### src/hdl/smas_pkg.sv
// ----------------------------------------------------------------------------
// smas_pkg: shared types and codes for the multiword add/subtract block
// Field widths, action, sign and status codes, and the queue item format
// passed from the front end to the execution back end.
// ----------------------------------------------------------------------------
package smas_pkg;

    localparam int LIMB_W   = 32;
    localparam int INDEX_W  = 5;
    localparam int LEN_W    = 6;
    localparam int ACTION_W = 3;
    localparam int SIGN_W   = 2;
    localparam int STATUS_W = 2;

    typedef logic [ACTION_W-1:0] action_t;

    localparam action_t ACT_LOAD_FIRST  = 3'd0;
    localparam action_t ACT_LOAD_SECOND = 3'd1;
    localparam action_t ACT_ADD         = 3'd2;
    localparam action_t ACT_SUB         = 3'd3;
    localparam action_t ACT_ADD_WORD    = 3'd4;
    localparam action_t ACT_SUB_WORD    = 3'd5;

    typedef logic signed [SIGN_W-1:0] sign_t;

    localparam sign_t SIGN_ZERO = 2'sb00;
    localparam sign_t SIGN_POS  = 2'sb01;
    localparam sign_t SIGN_NEG  = 2'sb11;

    typedef logic [STATUS_W-1:0] status_t;

    localparam status_t STAT_OK        = 2'd0;
    localparam status_t STAT_OVERFLOW  = 2'd1;
    localparam status_t STAT_UNDERFLOW = 2'd2;

    typedef enum logic [2:0] {
        KIND_LOAD_FIRST,
        KIND_LOAD_SECOND,
        KIND_ADD,
        KIND_SUB,
        KIND_ADD_WORD,
        KIND_SUB_WORD
    } kind_t;

    // Classified item: sign normalized, length saturated to the limb capacity
    typedef struct packed {
        kind_t                   kind;
        sign_t                   sign;
        logic [LEN_W-1:0]        length;
        logic [INDEX_W-1:0]      index;
        logic [LIMB_W-1:0]       value;
    } item_t;

    localparam int QUEUE_DEPTH = 2;
    localparam int QUEUE_AW    = 1;
    localparam int QUEUE_CW    = 2;

endpackage

### src/hdl/smas_ram.sv
// ----------------------------------------------------------------------------
// smas_ram: generic simple dual-port RAM
// One write port, one read port, read data registered.
// ----------------------------------------------------------------------------
module smas_ram #(
    parameter int WIDTH = 32,
    parameter int DEPTH = 32
) (
    input  logic                                   clk,
    input  logic                                   we,
    input  logic [((DEPTH > 1) ? $clog2(DEPTH) : 1)-1:0] waddr,
    input  logic [WIDTH-1:0]                       wdata,
    input  logic [((DEPTH > 1) ? $clog2(DEPTH) : 1)-1:0] raddr,
    output logic [WIDTH-1:0]                       rdata
);

    logic [WIDTH-1:0] mem [DEPTH];

    always_ff @(posedge clk)
    begin
        if (we)
        begin
            mem[waddr] <= wdata;
        end
        rdata <= mem[raddr];
    end

endmodule

### src/hdl/smas_front.sv
// ----------------------------------------------------------------------------
// smas_front: input classification
// Decode the action, normalize the sign, saturate the length and push the
// item into the queue; drop unused action codes.
// ----------------------------------------------------------------------------
module smas_front #(
    parameter int LIMBS = 32
) (
    input  logic                             in_valid,
    output logic                             in_stall,
    input  smas_pkg::action_t                action,
    input  logic [smas_pkg::SIGN_W-1:0]      operand_sign,
    input  logic [smas_pkg::LEN_W-1:0]       operand_length,
    input  logic [smas_pkg::INDEX_W-1:0]     limb_index,
    input  logic [smas_pkg::LIMB_W-1:0]      limb_value,
    input  logic                             q_full,
    output logic                             push,
    output smas_pkg::item_t                  push_item
);

    logic            known;
    smas_pkg::kind_t kind;

    always_comb
    begin
        known = 1'b1;
        kind  = smas_pkg::KIND_LOAD_FIRST;
        case (action)
            smas_pkg::ACT_LOAD_FIRST:  kind = smas_pkg::KIND_LOAD_FIRST;
            smas_pkg::ACT_LOAD_SECOND: kind = smas_pkg::KIND_LOAD_SECOND;
            smas_pkg::ACT_ADD:         kind = smas_pkg::KIND_ADD;
            smas_pkg::ACT_SUB:         kind = smas_pkg::KIND_SUB;
            smas_pkg::ACT_ADD_WORD:    kind = smas_pkg::KIND_ADD_WORD;
            smas_pkg::ACT_SUB_WORD:    kind = smas_pkg::KIND_SUB_WORD;
            default:                   known = 1'b0;
        endcase
    end

    always_comb
    begin
        push_item.kind = kind;
        // both negative patterns map to -1
        case (operand_sign)
            smas_pkg::SIGN_ZERO: push_item.sign = smas_pkg::SIGN_ZERO;
            smas_pkg::SIGN_POS:  push_item.sign = smas_pkg::SIGN_POS;
            default:             push_item.sign = smas_pkg::SIGN_NEG;
        endcase
        if (32'(operand_length) > LIMBS)
        begin
            push_item.length = smas_pkg::LEN_W'(LIMBS);
        end
        else
        begin
            push_item.length = operand_length;
        end
        push_item.index = limb_index;
        push_item.value = limb_value;
    end

    assign in_stall = q_full;
    assign push     = in_valid && !q_full && known;

endmodule

### src/hdl/smas_queue.sv
// ----------------------------------------------------------------------------
// smas_queue: short item queue between front end and back end
// Register FIFO; full and valid come straight from the fill count.
// ----------------------------------------------------------------------------
module smas_queue (
    input  logic            clk,
    input  logic            rst_n,
    input  logic            push,
    input  smas_pkg::item_t push_item,
    output logic            q_full,
    input  logic            pop,
    output logic            q_valid,
    output smas_pkg::item_t q_item
);

    smas_pkg::item_t                      entry_reg [smas_pkg::QUEUE_DEPTH];
    logic [smas_pkg::QUEUE_AW-1:0]        wr_ptr_reg;
    logic [smas_pkg::QUEUE_AW-1:0]        rd_ptr_reg;
    logic [smas_pkg::QUEUE_CW-1:0]        count_reg;
    logic [smas_pkg::QUEUE_CW-1:0]        count_next;

    always_comb
    begin
        count_next = count_reg;
        if (push && !pop)
        begin
            count_next = count_reg + smas_pkg::QUEUE_CW'(1);
        end
        else if (pop && !push)
        begin
            count_next = count_reg - smas_pkg::QUEUE_CW'(1);
        end
    end

    always_ff @(posedge clk or negedge rst_n)
    begin
        if (!rst_n)
        begin
            wr_ptr_reg <= '0;
            rd_ptr_reg <= '0;
            count_reg  <= '0;
        end
        else
        begin
            if (push)
            begin
                wr_ptr_reg <= wr_ptr_reg + smas_pkg::QUEUE_AW'(1);
            end
            if (pop)
            begin
                rd_ptr_reg <= rd_ptr_reg + smas_pkg::QUEUE_AW'(1);
            end
            count_reg <= count_next;
        end
    end

    always_ff @(posedge clk)
    begin
        if (push)
        begin
            entry_reg[wr_ptr_reg] <= push_item;
        end
    end

    assign q_full  = (count_reg == smas_pkg::QUEUE_CW'(smas_pkg::QUEUE_DEPTH));
    assign q_valid = (count_reg != '0);
    assign q_item  = entry_reg[rd_ptr_reg];

endmodule

### src/hdl/smas_back.sv
// ----------------------------------------------------------------------------
// smas_back: execution back end
// Hold operand state, walk the limb memories to compare and add/subtract,
// buffer and normalize the result, then stream it out one limb per item.
// ----------------------------------------------------------------------------
module smas_back #(
    parameter int LIMBS = 32
) (
    input  logic                              clk,
    input  logic                              rst_n,
    input  logic                              q_valid,
    input  smas_pkg::item_t                   q_item,
    output logic                              pop,
    output logic                              out_valid,
    input  logic                              out_stall,
    output logic [smas_pkg::LIMB_W-1:0]       result_limb,
    output logic [smas_pkg::INDEX_W-1:0]      result_index,
    output smas_pkg::sign_t                   result_sign,
    output logic [smas_pkg::LEN_W-1:0]        result_length,
    output smas_pkg::status_t                 status,
    output logic                              last
);

    localparam int IW = (LIMBS > 1) ? $clog2(LIMBS) : 1;
    localparam int LW = $clog2(LIMBS + 1);

    typedef enum logic [2:0] {
        ST_IDLE,
        ST_CMP,
        ST_CALC,
        ST_DONE,
        ST_PRIME,
        ST_EMIT,
        ST_ONE
    } state_t;

    function automatic smas_pkg::sign_t sign_neg(smas_pkg::sign_t s);
        case (s)
            smas_pkg::SIGN_POS: return smas_pkg::SIGN_NEG;
            smas_pkg::SIGN_NEG: return smas_pkg::SIGN_POS;
            default:            return smas_pkg::SIGN_ZERO;
        endcase
    endfunction

    state_t                  state_reg,  state_next;
    smas_pkg::sign_t         fsign_reg,  fsign_next;
    smas_pkg::sign_t         ssign_reg,  ssign_next;
    logic [LW-1:0]           flen_reg,   flen_next;
    logic [LW-1:0]           slen_reg,   slen_next;
    smas_pkg::kind_t         kind_reg,   kind_next;
    logic [31:0]             word_reg,   word_next;
    logic                    swap_reg,   swap_next;
    logic                    sub_reg,    sub_next;
    smas_pkg::sign_t         rsign_reg,  rsign_next;
    logic [LW-1:0]           n_reg,      n_next;
    logic [IW-1:0]           walk_reg,   walk_next;
    logic [LW-1:0]           left_reg,   left_next;
    logic                    pend_reg,   pend_next;
    logic [IW-1:0]           didx_reg,   didx_next;
    logic                    carry_reg,  carry_next;
    logic [LW-1:0]           nz_reg,     nz_next;
    logic [LW-1:0]           rlen_reg,   rlen_next;
    logic [IW-1:0]           ptr_reg,    ptr_next;
    smas_pkg::status_t       status_reg, status_next;

    logic [31:0]             a_q;
    logic [31:0]             b_q;
    logic [31:0]             res_q;
    logic                    a_we;
    logic                    b_we;
    logic                    res_we;
    logic [IW-1:0]           res_waddr;
    logic [31:0]             res_wdata;
    logic [IW-1:0]           res_raddr;
    logic [IW-1:0]           ld_waddr;

    logic [31:0]             a_lv;
    logic [31:0]             b_lv;
    logic [31:0]             x_op;
    logic [31:0]             y_op;
    logic [32:0]             r33;
    logic                    word_op;
    logic                    mag_add;
    logic                    ld_ok;
    logic [LW-1:0]           n_pair;
    logic [LW-1:0]           n_word;
    logic [LW-1:0]           ld_len;
    logic                    accept;
    logic                    emit_last;

    smas_ram #(.WIDTH(32), .DEPTH(LIMBS)) u_first_ram (
        .clk   (clk),
        .we    (a_we),
        .waddr (ld_waddr),
        .wdata (q_item.value),
        .raddr (walk_reg),
        .rdata (a_q)
    );

    smas_ram #(.WIDTH(32), .DEPTH(LIMBS)) u_second_ram (
        .clk   (clk),
        .we    (b_we),
        .waddr (ld_waddr),
        .wdata (q_item.value),
        .raddr (walk_reg),
        .rdata (b_q)
    );

    smas_ram #(.WIDTH(32), .DEPTH(LIMBS)) u_result_ram (
        .clk   (clk),
        .we    (res_we),
        .waddr (res_waddr),
        .wdata (res_wdata),
        .raddr (res_raddr),
        .rdata (res_q)
    );

    // limb datapath: limbs at or above an operand's length read as zero
    always_comb
    begin
        a_lv    = (LW'(didx_reg) < flen_reg) ? a_q : 32'd0;
        b_lv    = (LW'(didx_reg) < slen_reg) ? b_q : 32'd0;
        word_op = (kind_reg == smas_pkg::KIND_ADD_WORD) ||
                  (kind_reg == smas_pkg::KIND_SUB_WORD);
        x_op    = swap_reg ? b_lv : a_lv;
        if (word_op)
        begin
            y_op = (didx_reg == '0) ? word_reg : 32'd0;
        end
        else
        begin
            y_op = swap_reg ? a_lv : b_lv;
        end
        if (sub_reg)
        begin
            r33 = {1'b0, x_op} - {1'b0, y_op} - {32'd0, carry_reg};
        end
        else
        begin
            r33 = {1'b0, x_op} + {1'b0, y_op} + {32'd0, carry_reg};
        end
    end

    always_comb
    begin
        ld_ok     = (32'(q_item.index) < LIMBS);
        ld_waddr  = IW'(q_item.index);
        ld_len    = LW'(q_item.length);
        n_pair    = (flen_reg > slen_reg) ? flen_reg : slen_reg;
        n_word    = (flen_reg > LW'(1)) ? flen_reg : LW'(1);
        mag_add   = ((fsign_reg == ssign_reg) == (q_item.kind == smas_pkg::KIND_ADD));
        accept    = out_valid && !out_stall;
        emit_last = ((LW'(ptr_reg) + LW'(1)) == rlen_reg);
        res_raddr = (state_reg == ST_EMIT && !out_stall) ? (ptr_reg + IW'(1)) : ptr_reg;
    end

    always_comb
    begin
        state_next  = state_reg;
        fsign_next  = fsign_reg;
        ssign_next  = ssign_reg;
        flen_next   = flen_reg;
        slen_next   = slen_reg;
        kind_next   = kind_reg;
        word_next   = word_reg;
        swap_next   = swap_reg;
        sub_next    = sub_reg;
        rsign_next  = rsign_reg;
        n_next      = n_reg;
        walk_next   = walk_reg;
        left_next   = left_reg;
        pend_next   = 1'b0;
        didx_next   = didx_reg;
        carry_next  = carry_reg;
        nz_next     = nz_reg;
        rlen_next   = rlen_reg;
        ptr_next    = ptr_reg;
        status_next = status_reg;
        pop         = 1'b0;
        a_we        = 1'b0;
        b_we        = 1'b0;
        res_we      = 1'b0;
        res_waddr   = didx_reg;
        res_wdata   = r33[31:0];

        // issue one limb read per cycle during the walks
        if ((state_reg == ST_CMP || state_reg == ST_CALC) && left_reg != '0)
        begin
            walk_next = (state_reg == ST_CMP) ? (walk_reg - IW'(1)) : (walk_reg + IW'(1));
            left_next = left_reg - LW'(1);
            pend_next = 1'b1;
            didx_next = walk_reg;
        end

        case (state_reg)
            ST_IDLE:
            begin
                if (q_valid)
                begin
                    pop         = 1'b1;
                    kind_next   = q_item.kind;
                    word_next   = q_item.value;
                    status_next = smas_pkg::STAT_OK;
                    walk_next   = '0;
                    pend_next   = 1'b0;
                    carry_next  = 1'b0;
                    nz_next     = '0;
                    swap_next   = 1'b0;
                    case (q_item.kind)
                        smas_pkg::KIND_LOAD_FIRST:
                        begin
                            a_we       = ld_ok;
                            fsign_next = q_item.sign;
                            flen_next  = ld_len;
                        end
                        smas_pkg::KIND_LOAD_SECOND:
                        begin
                            b_we       = ld_ok;
                            ssign_next = q_item.sign;
                            slen_next  = ld_len;
                        end
                        smas_pkg::KIND_ADD, smas_pkg::KIND_SUB:
                        begin
                            n_next = n_pair;
                            if (mag_add)
                            begin
                                sub_next = 1'b0;
                                if (q_item.kind == smas_pkg::KIND_ADD ||
                                    fsign_reg != smas_pkg::SIGN_ZERO)
                                begin
                                    rsign_next = fsign_reg;
                                end
                                else
                                begin
                                    rsign_next = sign_neg(ssign_reg);
                                end
                                left_next  = n_pair;
                                state_next = (n_pair == '0) ? ST_DONE : ST_CALC;
                            end
                            else if (n_pair == '0)
                            begin
                                // equal (empty) magnitudes cancel
                                rsign_next = smas_pkg::SIGN_ZERO;
                                rlen_next  = '0;
                                state_next = ST_ONE;
                            end
                            else
                            begin
                                walk_next  = IW'(n_pair - LW'(1));
                                left_next  = n_pair;
                                state_next = ST_CMP;
                            end
                        end
                        smas_pkg::KIND_ADD_WORD:
                        begin
                            sub_next   = 1'b0;
                            rsign_next = fsign_reg;
                            n_next     = n_word;
                            left_next  = n_word;
                            state_next = ST_CALC;
                        end
                        smas_pkg::KIND_SUB_WORD:
                        begin
                            sub_next   = 1'b1;
                            rsign_next = fsign_reg;
                            n_next     = flen_reg;
                            left_next  = flen_reg;
                            if (flen_reg == '0)
                            begin
                                // nothing to borrow from: any nonzero word underflows
                                carry_next = (q_item.value != 32'd0);
                                state_next = ST_DONE;
                            end
                            else
                            begin
                                state_next = ST_CALC;
                            end
                        end
                        default:
                        begin
                            state_next = ST_IDLE;
                        end
                    endcase
                end
            end

            ST_CMP:
            begin
                if (pend_reg)
                begin
                    if (a_lv != b_lv)
                    begin
                        sub_next = 1'b1;
                        if (a_lv > b_lv)
                        begin
                            swap_next  = 1'b0;
                            rsign_next = fsign_reg;
                        end
                        else
                        begin
                            swap_next  = 1'b1;
                            rsign_next = (kind_reg == smas_pkg::KIND_ADD) ?
                                         ssign_reg : sign_neg(ssign_reg);
                        end
                        walk_next  = '0;
                        left_next  = n_reg;
                        pend_next  = 1'b0;
                        carry_next = 1'b0;
                        nz_next    = '0;
                        state_next = ST_CALC;
                    end
                    else if (left_reg == '0)
                    begin
                        rsign_next = smas_pkg::SIGN_ZERO;
                        rlen_next  = '0;
                        state_next = ST_ONE;
                    end
                end
            end

            ST_CALC:
            begin
                if (pend_reg)
                begin
                    res_we     = 1'b1;
                    carry_next = r33[32];
                    if (r33[31:0] != 32'd0)
                    begin
                        nz_next = LW'(didx_reg) + LW'(1);
                    end
                    if (left_reg == '0)
                    begin
                        state_next = ST_DONE;
                    end
                end
            end

            ST_DONE:
            begin
                ptr_next = '0;
                if (carry_reg)
                begin
                    if (sub_reg)
                    begin
                        status_next = smas_pkg::STAT_UNDERFLOW;
                        rsign_next  = smas_pkg::SIGN_ZERO;
                        rlen_next   = '0;
                        state_next  = ST_ONE;
                    end
                    else if (n_reg == LW'(LIMBS))
                    begin
                        status_next = smas_pkg::STAT_OVERFLOW;
                        rsign_next  = smas_pkg::SIGN_ZERO;
                        rlen_next   = '0;
                        state_next  = ST_ONE;
                    end
                    else
                    begin
                        // carry out becomes a new top limb
                        res_we     = 1'b1;
                        res_waddr  = IW'(n_reg);
                        res_wdata  = 32'd1;
                        rlen_next  = n_reg + LW'(1);
                        state_next = ST_PRIME;
                    end
                end
                else
                begin
                    rlen_next = nz_reg;
                    if (nz_reg == '0)
                    begin
                        if (!word_op)
                        begin
                            rsign_next = smas_pkg::SIGN_ZERO;
                        end
                        state_next = ST_ONE;
                    end
                    else
                    begin
                        state_next = ST_PRIME;
                    end
                end
            end

            ST_PRIME:
            begin
                state_next = ST_EMIT;
            end

            ST_EMIT:
            begin
                if (accept)
                begin
                    ptr_next = ptr_reg + IW'(1);
                    if (emit_last)
                    begin
                        state_next = ST_IDLE;
                    end
                end
            end

            ST_ONE:
            begin
                if (accept)
                begin
                    state_next = ST_IDLE;
                end
            end

            default:
            begin
                state_next = ST_IDLE;
            end
        endcase
    end

    always_ff @(posedge clk or negedge rst_n)
    begin
        if (!rst_n)
        begin
            state_reg  <= ST_IDLE;
            fsign_reg  <= smas_pkg::SIGN_ZERO;
            ssign_reg  <= smas_pkg::SIGN_ZERO;
            flen_reg   <= '0;
            slen_reg   <= '0;
            kind_reg   <= smas_pkg::KIND_LOAD_FIRST;
            word_reg   <= '0;
            swap_reg   <= 1'b0;
            sub_reg    <= 1'b0;
            rsign_reg  <= smas_pkg::SIGN_ZERO;
            n_reg      <= '0;
            walk_reg   <= '0;
            left_reg   <= '0;
            pend_reg   <= 1'b0;
            didx_reg   <= '0;
            carry_reg  <= 1'b0;
            nz_reg     <= '0;
            rlen_reg   <= '0;
            ptr_reg    <= '0;
            status_reg <= smas_pkg::STAT_OK;
        end
        else
        begin
            state_reg  <= state_next;
            fsign_reg  <= fsign_next;
            ssign_reg  <= ssign_next;
            flen_reg   <= flen_next;
            slen_reg   <= slen_next;
            kind_reg   <= kind_next;
            word_reg   <= word_next;
            swap_reg   <= swap_next;
            sub_reg    <= sub_next;
            rsign_reg  <= rsign_next;
            n_reg      <= n_next;
            walk_reg   <= walk_next;
            left_reg   <= left_next;
            pend_reg   <= pend_next;
            didx_reg   <= didx_next;
            carry_reg  <= carry_next;
            nz_reg     <= nz_next;
            rlen_reg   <= rlen_next;
            ptr_reg    <= ptr_next;
            status_reg <= status_next;
        end
    end

    assign out_valid     = (state_reg == ST_EMIT) || (state_reg == ST_ONE);
    assign result_limb   = (state_reg == ST_ONE) ? 32'd0 : res_q;
    assign result_index  = (state_reg == ST_ONE) ? '0 : smas_pkg::INDEX_W'(ptr_reg);
    assign result_sign   = rsign_reg;
    assign result_length = smas_pkg::LEN_W'(rlen_reg);
    assign status        = status_reg;
    assign last          = (state_reg == ST_ONE) || emit_last;

endmodule

### src/hdl/signed_multiword_add_sub.sv
// ----------------------------------------------------------------------------
// signed_multiword_add_sub: sign-magnitude multiword add and subtract
// Loads two operands limb by limb, then adds or subtracts them (or a single
// word) and streams the normalized magnitude out, low limb first.
// ----------------------------------------------------------------------------
//
//  Channel  Handshake            Payload
//  -------  -------------------  ------------------------------------------------
//  in       in_valid / in_stall  action, operand_sign, operand_length,
//                                limb_index, limb_value
//  out      out_valid/out_stall  result_limb, result_index, result_sign,
//                                result_length, status, last
//
//  Order: the back end writes a load's limb as it pops the item. An operation
//  over n limbs (n = longer operand length) leaves the queue, runs a compare
//  walk when needed (add of unlike signs, subtract of like signs), then the
//  add/subtract walk, settles the length and primes the result read, then
//  streams out the result items, low limb first. The walks are set
//  by the single read port of each limb memory, one limb per cycle.
//  Reset clears signs, lengths and control; limb memories hold no reset value
//  and need no clearing pass. A full two-entry queue raises in_stall; a
//  stalled output holds its item and the walk behind it waits.
//
module signed_multiword_add_sub #(
    parameter int LIMBS = 32
) (
    input  logic                              clk,
    input  logic                              rst_n,
    // input item channel
    input  logic                              in_valid,
    output logic                              in_stall,
    input  smas_pkg::action_t                 action,
    input  logic [smas_pkg::SIGN_W-1:0]       operand_sign,
    input  logic [smas_pkg::LEN_W-1:0]        operand_length,
    input  logic [smas_pkg::INDEX_W-1:0]      limb_index,
    input  logic [smas_pkg::LIMB_W-1:0]       limb_value,
    // result item channel
    output logic                              out_valid,
    input  logic                              out_stall,
    output logic [smas_pkg::LIMB_W-1:0]       result_limb,
    output logic [smas_pkg::INDEX_W-1:0]      result_index,
    output smas_pkg::sign_t                   result_sign,
    output logic [smas_pkg::LEN_W-1:0]        result_length,
    output smas_pkg::status_t                 status,
    output logic                              last
);

    logic            push;
    smas_pkg::item_t push_item;
    logic            q_full;
    logic            q_valid;
    logic            pop;
    smas_pkg::item_t q_item;

    // Front end: classify each item, drop unused actions, push into the queue
    smas_front #(.LIMBS(LIMBS)) u_front (
        .in_valid       (in_valid),
        .in_stall       (in_stall),
        .action         (action),
        .operand_sign   (operand_sign),
        .operand_length (operand_length),
        .limb_index     (limb_index),
        .limb_value     (limb_value),
        .q_full         (q_full),
        .push           (push),
        .push_item      (push_item)
    );

    // Queue: decouple input acceptance from the limb walks
    smas_queue u_queue (
        .clk       (clk),
        .rst_n     (rst_n),
        .push      (push),
        .push_item (push_item),
        .q_full    (q_full),
        .pop       (pop),
        .q_valid   (q_valid),
        .q_item    (q_item)
    );

    // Back end: execute loads and operations in order, stream results
    smas_back #(.LIMBS(LIMBS)) u_back (
        .clk           (clk),
        .rst_n         (rst_n),
        .q_valid       (q_valid),
        .q_item        (q_item),
        .pop           (pop),
        .out_valid     (out_valid),
        .out_stall     (out_stall),
        .result_limb   (result_limb),
        .result_index  (result_index),
        .result_sign   (result_sign),
        .result_length (result_length),
        .status        (status),
        .last          (last)
    );

endmodule

### config.mk
export PLATFORM = sky130hd
export DESIGN_NAME = signed_multiword_add_sub
export DESIGN_NICKNAME = d
export VERILOG_FILES = /design/src/hdl/smas_pkg.sv /design/src/hdl/smas_ram.sv /design/src/hdl/smas_front.sv /design/src/hdl/smas_queue.sv /design/src/hdl/smas_back.sv /design/src/hdl/signed_multiword_add_sub.sv
export SDC_FILE = /design/constraint.sdc
export NUM_CORES = 2
export LEC_CHECK = 0
export BUFFER_PORTS_ARGS = -buffer_cell sky130_fd_sc_hd__buf_2
export CAP_MARGIN = 5
export CORE_ASPECT_RATIO = 1.25
export CORE_MARGIN = 1.5
export CORE_UTILIZATION = 30
export DETAILED_ROUTE_END_ITERATION = 12
export GPL_TIMING_DRIVEN = 0
export PLACE_DENSITY = 0.44
export SETUP_SLACK_MARGIN = 0.15
export SYNTH_ARGS = -nofsm -noshare
export SYNTH_HDL_FRONTEND = slang
export SYNTH_SLANG_ARGS = --single-unit
### constraint.sdc
create_clock -name clk -period 8.54 [get_ports clk]
set_input_delay 1.281 -clock clk [delete_from_list [all_inputs] [get_ports clk]]
set_output_delay 1.281 -clock clk [all_outputs]
set_load 0.005 [all_outputs]
; ---- Yosys cells after proc, flatten, opt, wreduce, memory -nomap -nowiden
; Memory sizes are Yosys's and may differ from the RTL's. A register that Yosys moved wholly into a read port is not among the register bits.
; Cells that the tools add are included.
[classes]
n_addsub = 16
mul = 0
div = 0
order_cmp = 6
eq_ne = 53
shift = 0
mux = 148
bitwise_logic = 0
reduce_logical = 54
[ops]
columns = operator, count
row1 = 32-bit two-way mux, 11
row2 = 6-bit two-way mux, 24
row3 = 5-bit two-way mux, 15
row4 = 6-bit one-hot mux with 3 select lines, 4
row5 = 32-bit nonzero test, 2
row6 = 2-bit two-way mux, 22
row7 = 1-bit two-way mux, 41
row8 = 3-bit two-way mux, 13
row9 = 32-bit by 32-bit adder with 33-bit output, 1
row10 = 33-bit by 1-bit adder with 33-bit output, 1
row11 = 33-bit two-way mux, 1
row12 = 32-bit by 32-bit subtractor with 33-bit output, 1
row13 = 33-bit by 1-bit subtractor with 33-bit output, 1
row14 = 32-bit > comparator, 1
row15 = 32-bit inequality test, 1
row16 = 3-bit equality test (second input constant), 9
row17 = 6-bit zero test, 4
row18 = 3-bit by 2-bit equality test with 1-bit output (second input constant), 7
row19 = 3-bit one-hot mux with 7 select lines, 1
row20 = 5-bit one-hot mux with 2 select lines, 2
row21 = 2-bit inequality test (second input constant), 9
row22 = 9-bit AND reduction, 2
row23 = 2-bit one-hot mux with 2 select lines, 4
row24 = 3-bit one-hot mux with 5 select lines, 1
row25 = other kinds (48), 99
[totals]
regBits = 105
latch_bits = 0
ramBits = 3168
mem_bits_ro = 0
input_bits = 52
memories = 4
[mem_list]
columns = memory, words, width, read_ports, rd_clocked_by_memory_dff, write_ports, line
row1 = u_back.u_first_ram.mem, 32, 32, 1, 1, 1, smas_ram.sv:17  ; logic [WIDTH-1:0] mem [DEPTH];
row2 = u_back.u_result_ram.mem, 32, 32, 1, 1, 1, smas_ram.sv:17
row3 = u_back.u_second_ram.mem, 32, 32, 1, 1, 1, smas_ram.sv:17
row4 = u_queue.entry_reg, 2, 48, 1, 0, 1, smas_queue.sv:16  ; smas_pkg::item_t entry_reg [smas_pkg::QUEUE_DEPTH];

; ---- Depth between registers and ports, before layout
[logic_depth]
word_depth = 11
mapped_depth = 27

; ---- By module
; Synthesis repeated with hierarchy kept, for this count alone.
[hier_totals]
hier_cells = 8908
hier_area_um2 = 139259.8
[modules_own_cells]
columns = mod, instances, cells_per_inst, area_per_inst_um2, seq_area_each_um2
row1 = smas_ram (u_back.u_result_ram ...), 2, 2260, 40492.6, 31390.1
row2 = smas_ram (u_back.u_first_ram), 1, 2260, 40491.3, 31390.1
row3 = smas_back, 1, 1908, 13685.6, 2527.4
row4 = smas_queue, 1, 165, 3698.5, 2982.9
row5 = smas_front, 1, 55, 399.1, 0.0

; ---- Worst setup path before layout
; Ideal clock, no wire load.
[synth_timing]
path_kind = register -> register
startpoint = register u_back.didx_reg[4]
endpoint = memory u_back.u_result_ram.mem[0][20], data pin
t_arrival_ps = 6146
slack_ps = 1778
path_stages_with_launch = 21
path_buffers = 1
synth_period_minus_slack_ps = 6762
path_cell_list = dfrtp_1 -> ha_1 -> a211oi_1 -> nor2_1 -> a21oi_1 -> clkbuf_1 -> nand2_1 -> mux2i_1 -> a21oi_1 -> xnor2_1 -> ha_1 -> a41oi_1 -> and2_1 -> fa_1 -> nand2b_1 -> a21oi_1 -> o21ai_0 -> a311oi_1 -> nor2_1 -> xor2_1 -> o311ai_0
[synth_between]
elab_chain_cells = 11
word_cells_on_any_way = 18
[synth_rtl]
columns = item, line
row1 = "start, declared", smas_back.sv:59  ; logic [IW-1:0] didx_reg, didx_next;
row2 = "start signal, assigned", smas_back.sv:458  ; didx_reg <= didx_next;
row3 = 5-bit by 6-bit less-than comparator with 1-bit output (on tied branches), "smas_back.sv:122, smas_back.sv:121"
row4 = 32-bit two-way mux (on tied branches), "smas_back.sv:122, smas_back.sv:121"
row5 = 32-bit two-way mux, smas_back.sv:132  ; y_op = swap_reg ? a_lv : b_lv;
row6 = 32-bit two-way mux, smas_back.sv:126  ; if (word_op)
row7 = 32-bit by 32-bit adder with 33-bit output / 32-bit by 32-bit subtractor with 33-bit output (equally long branches), "smas_back.sv:140, smas_back.sv:136"
row8 = 33-bit by 1-bit adder with 33-bit output / 33-bit by 1-bit subtractor with 33-bit output (equally long branches), "smas_back.sv:140, smas_back.sv:136"
row9 = 33-bit two-way mux (*), smas_back.sv:134  ; if (sub_reg)
row10 = 32-bit two-way mux, smas_back.sv:350  ; else if (n_reg == LW'(LIMBS))
row11 = 32-bit two-way mux, smas_back.sv:343  ; if (sub_reg)
row12 = 32-bit two-way mux, smas_back.sv:341  ; if (carry_reg)
row13 = 32-bit two-way mux (*), smas_back.sv:195  ; case (state_reg)
row14 = via u_back.res_wdata[20], smas_back.sv:73  ; logic [31:0] res_wdata;
row15 = "end, declared", smas_ram.sv:17
; Mark *: on every way through the listed nets, which the timed path passes. The rest lies on a longest branch.

; ---- Final worst setup path
[layout_timing]
startpoint = register u_back.flen_reg[3]
endpoint = register u_back.nz_reg[3]
[layout_between]
elab_chain_cells = 10
word_cells_on_any_way = 15
[layout_rtl]
columns = item, line
row1 = "start, declared", smas_back.sv:48  ; logic [LW-1:0] flen_reg, flen_next;
row2 = "start signal, assigned", smas_back.sv:447  ; flen_reg <= flen_next;
row3 = 5-bit by 6-bit less-than comparator with 1-bit output (*), smas_back.sv:121  ; a_lv = (LW'(didx_reg) < flen_reg) ? a_q : 32'd0;
row4 = 32-bit two-way mux (*), smas_back.sv:121
row5 = 32-bit two-way mux, smas_back.sv:132
row6 = 32-bit two-way mux, smas_back.sv:126
row7 = 32-bit by 32-bit adder with 33-bit output / 32-bit by 32-bit subtractor with 33-bit output (equally long branches), "smas_back.sv:140, smas_back.sv:136"
row8 = 33-bit by 1-bit adder with 33-bit output / 33-bit by 1-bit subtractor with 33-bit output (equally long branches), "smas_back.sv:140, smas_back.sv:136"
row9 = 33-bit two-way mux, smas_back.sv:134
row10 = 32-bit nonzero test, smas_back.sv:327  ; if (r33[31:0] != 32'd0)
row11 = 2-bit inequality test (no source line), n/a
row12 = 6-bit AND reduction (no source line) (*), n/a
row13 = "end signal, assigned", smas_back.sv:460  ; nz_reg <= nz_next;
row14 = "end, declared", smas_back.sv:61  ; logic [LW-1:0] nz_reg, nz_next;
; Every way passes the cells marked *; elsewhere a longest branch is shown, timed or not.
; A chain may end at the register's enable or synchronous reset.

==> flow_summary.yaml <==
timing:
  fin_crit_ps: 7810
  clock_skew_ps: 82.7
  rsz0062_at_grt: "no"
  fin_ws_ps: 727
  worst_slew_pin_slew_ps: 1400
  setup_viol: 0
  slew_headroom: 0.0680
  timing.final.crit_share: 0.915
  tns_ps: 0
  hold_viol: 0
  max_freq_ghz: 0.128
  slew_violations: 0
logic_synthesis:
  synth_seq_cells: 3369
  synth_flop_cell: "edfxtp_1"
  yosys_warnings: 0
  async_flop_share: 0.0312
  synth_seq_area_share: 0.733
  synthCells: 6764
  synth_edf_count: 3168
  syn_area_per_cell_um2: 20.1
  synth_nets: 6971
  yosysUniqueCellTypes: 77
  synthesis.area_um2: 136000
placed_design:
  routabilityCongestion: 0.855
  dp_hpwl_mm: 325
  port_buffers: 101
  place_area_um2: 149000
  pre_cts_ws_ps: 222
worst_setup_path:
  cp.required_ps: 9300
  arrival_ps: 8570
  path_class: "reg -> reg"
  start_kind: "flip-flop"
  critPathMaxFanout: 10
  rr_worst_depth: 23
  worstSetupStartpoint: "u_back.flen_reg[3]"
  r2r-start: "u_back.flen_reg[3]"
  crit_path_end_kind: "flip-flop"
layout:
  final_common_cell: "edfxtp_1"
  largestRegisters: "u_back.u_first_ram.mem (1024), u_back.u_result_ram.mem (1024), u_back.u_second_ram.mem (1024)"
  final_cell_mix: "edfxtp_1 (3168), mux4_2 (960), clkbuf_16 (372)"
  drive_above_1_share: 0.276
  final_area_um2: 162000
  synthToLayoutAreaGrowth_pct: 18.9
  nets: 7670
  nFillCells: 42100
clock_network:
  tritoncts: "yes"
  clock_latency_ps: 970
  max-clock-path-buffers: 4
  root_buffer: "clkbuf_16"
  hold_buffers: 0
  cts_buffers: 368
  htree_levels: 5
  cts_sinks: 3369
  clk_pin_slew_ps: 60
global_route:
  grt_overflow: 0
  grt_usage: 0.198
  grt_pass1_wl_mm: 621
  grt_pass1_vias: 73600
  grt_max_degree: 65
  antenna_found_initial: 47
die:
  core_um2: 452000
  io_pins: 102
  start_util: 0.301
  dieArea_um2: 457000
  row_count: 276
  die-width_um: 605
  die_h_um: 756
min_path:
  hold_class: "in -> async"
route:
  routed_wl_mm: 457
  postRouteAntennaNets: 0
  drt_iter0_markers: 6420
  viasPerCell: 5.11
  firstDrtPassIters: 6
  vias: 70700
  wl_per_cell_um: 33.0
  drc: 0
flow_run:
  maxCapViolCount: 0
outcome:
  status: "finished clean"
## final timing paths
kind	to	slack, ps
min in group clk	u_back.kind_reg[0]	500
min	u_queue.wr_ptr_reg	380
max reg2reg	u_back.nz_reg[3]	730
min reg2reg	u_back.kind_reg[0]	500
max in group asynchronous	u_back.result_length[0]	7350
max	u_back.nz_reg[3]	730
## per-layer routing
metal	wire length, um	vias to the layer above	GRT usage
met5	27	-	0
met4	14100	4	0.0611
met3	19900	543	0.0248
met2	246000	2035	0.366
met1	177000	38700	0.237
li1	-	29400	-
## stage by stage
step	utilization	std cells	hold slack, ps
4_1_cts	0.357	13700	328
2_1_floorplan	-	6764	450
6_report	0.358	13800	380
3_5_place_dp	0.331	13100	487
3_3_place_gp	0.319	12800	466
5_1_grt	0.358	13800	383
## final cells by class
| class | instances | area (um2) | share of cell area |
|---|---|---|---|
| multi-input cells | 2869 | 35300 | 0.219 |
| flip-flops and latches | 3369 | 99700 | 0.617 |
| plain buffers | 348 | 1360 | 0.00838 |
| clock buffers | 485 | 9920 | 0.0614 |
| well taps | 5977 | 7480 | 0.0463 |
| clock inverters | 192 | 1960 | 0.0121 |
| repair buffers | 329 | 5100 | 0.0315 |
| inverters | 178 | 686 | 0.00424 |
| diodes | 71 | 178 | 0.00110 |
## synth_stat cells, types with 7 or more instances
cell / instances / area share
and2_1: 52 / 0.0024
nand3_1: 70 / 0.0026
ha_1: 152 / 0.014
dfxtp_1: 96 / 0.014
o221ai_1: 9 / 0.00058
o22ai_1: 14 / 0.00064
or3_1: 7 / 0.00032
o21a_1: 27 / 0.0015
inv_1: 178 / 0.0049
dfrtp_1: 105 / 0.019
o21bai_1: 18 / 0.00099
mux4_2: 960 / 0.16
nand2_1: 315 / 0.0087
a22o_1: 35 / 0.0023
nand4_1: 33 / 0.0015
a32oi_1: 7 / 0.00045
o2111ai_1: 10 / 0.00064
nor2b_1: 37 / 0.0017
a21oi_1: 124 / 0.0046
o31ai_1: 11 / 0.00061
o21ai_0: 194 / 0.0071
a31oi_1: 21 / 0.00097
a221o_1: 9 / 0.00066
nand2b_1: 27 / 0.0012
or2_2: 8 / 0.00037
nor2_1: 227 / 0.0063
a21o_1: 48 / 0.0026
buf_1: 82 / 0.0023
edfxtp_1: 3168 / 0.70
and3_1: 13 / 0.00060
xnor2_1: 55 / 0.0035
clkbuf_1: 254 / 0.0070
o32ai_1: 9 / 0.00058
buf_2: 11 / 0.00040
mux2i_1: 63 / 0.0046
xor2_1: 34 / 0.0022
a211o_1: 7 / 0.00045
a211oi_1: 14 / 0.00077
mux2_2: 106 / 0.0088
o211ai_1: 10 / 0.00055
nor4_1: 13 / 0.00060
nor3_1: 38 / 0.0014
## kinds of logic after synthesis
family | count (synthesis) | share of synthesized area
DFF | 3369 | 0.733
and+or+nand+nor | 863 | 0.0293
xor gates and xnor gates | 89 | 0.00573
muxes | 1129 | 0.172
adders and majority gates | 155 | 0.0144
buffers and inverters | 526 | 0.0146
AOI/OAI and AO/OA | 633 | 0.0305
## what timing repair did
action,CTS,global route
buffers inserted,2,0
pin swaps,1,0
resized for setup,0,7
setup endpoints to repair,6,6
## worst max-delay path, cell delays in order, from the launching register on
cell	delay [ps]
dfrtp_1	500
inv_1	130
ha_1	310
a211oi_1	430
o22a_1	220
clkbuf_1	490
clkbuf_1	420
nand2_1	170
o21ai_0	590
ha_1	440
ha_1	420
o211ai_1	140
o21ai_0	320
o211ai_1	210
a2111oi_0	800
nand4b_1	240
o311ai_0	200
nor4_1	460
o2111ai_1	270
a2111oi_4	240
buf_4	220
and3_1	150
buf_2	180
o31ai_1	90
Power is not shown: default switching activity piles up to over one toggle a cycle in this logic, so the estimate is an artifact.
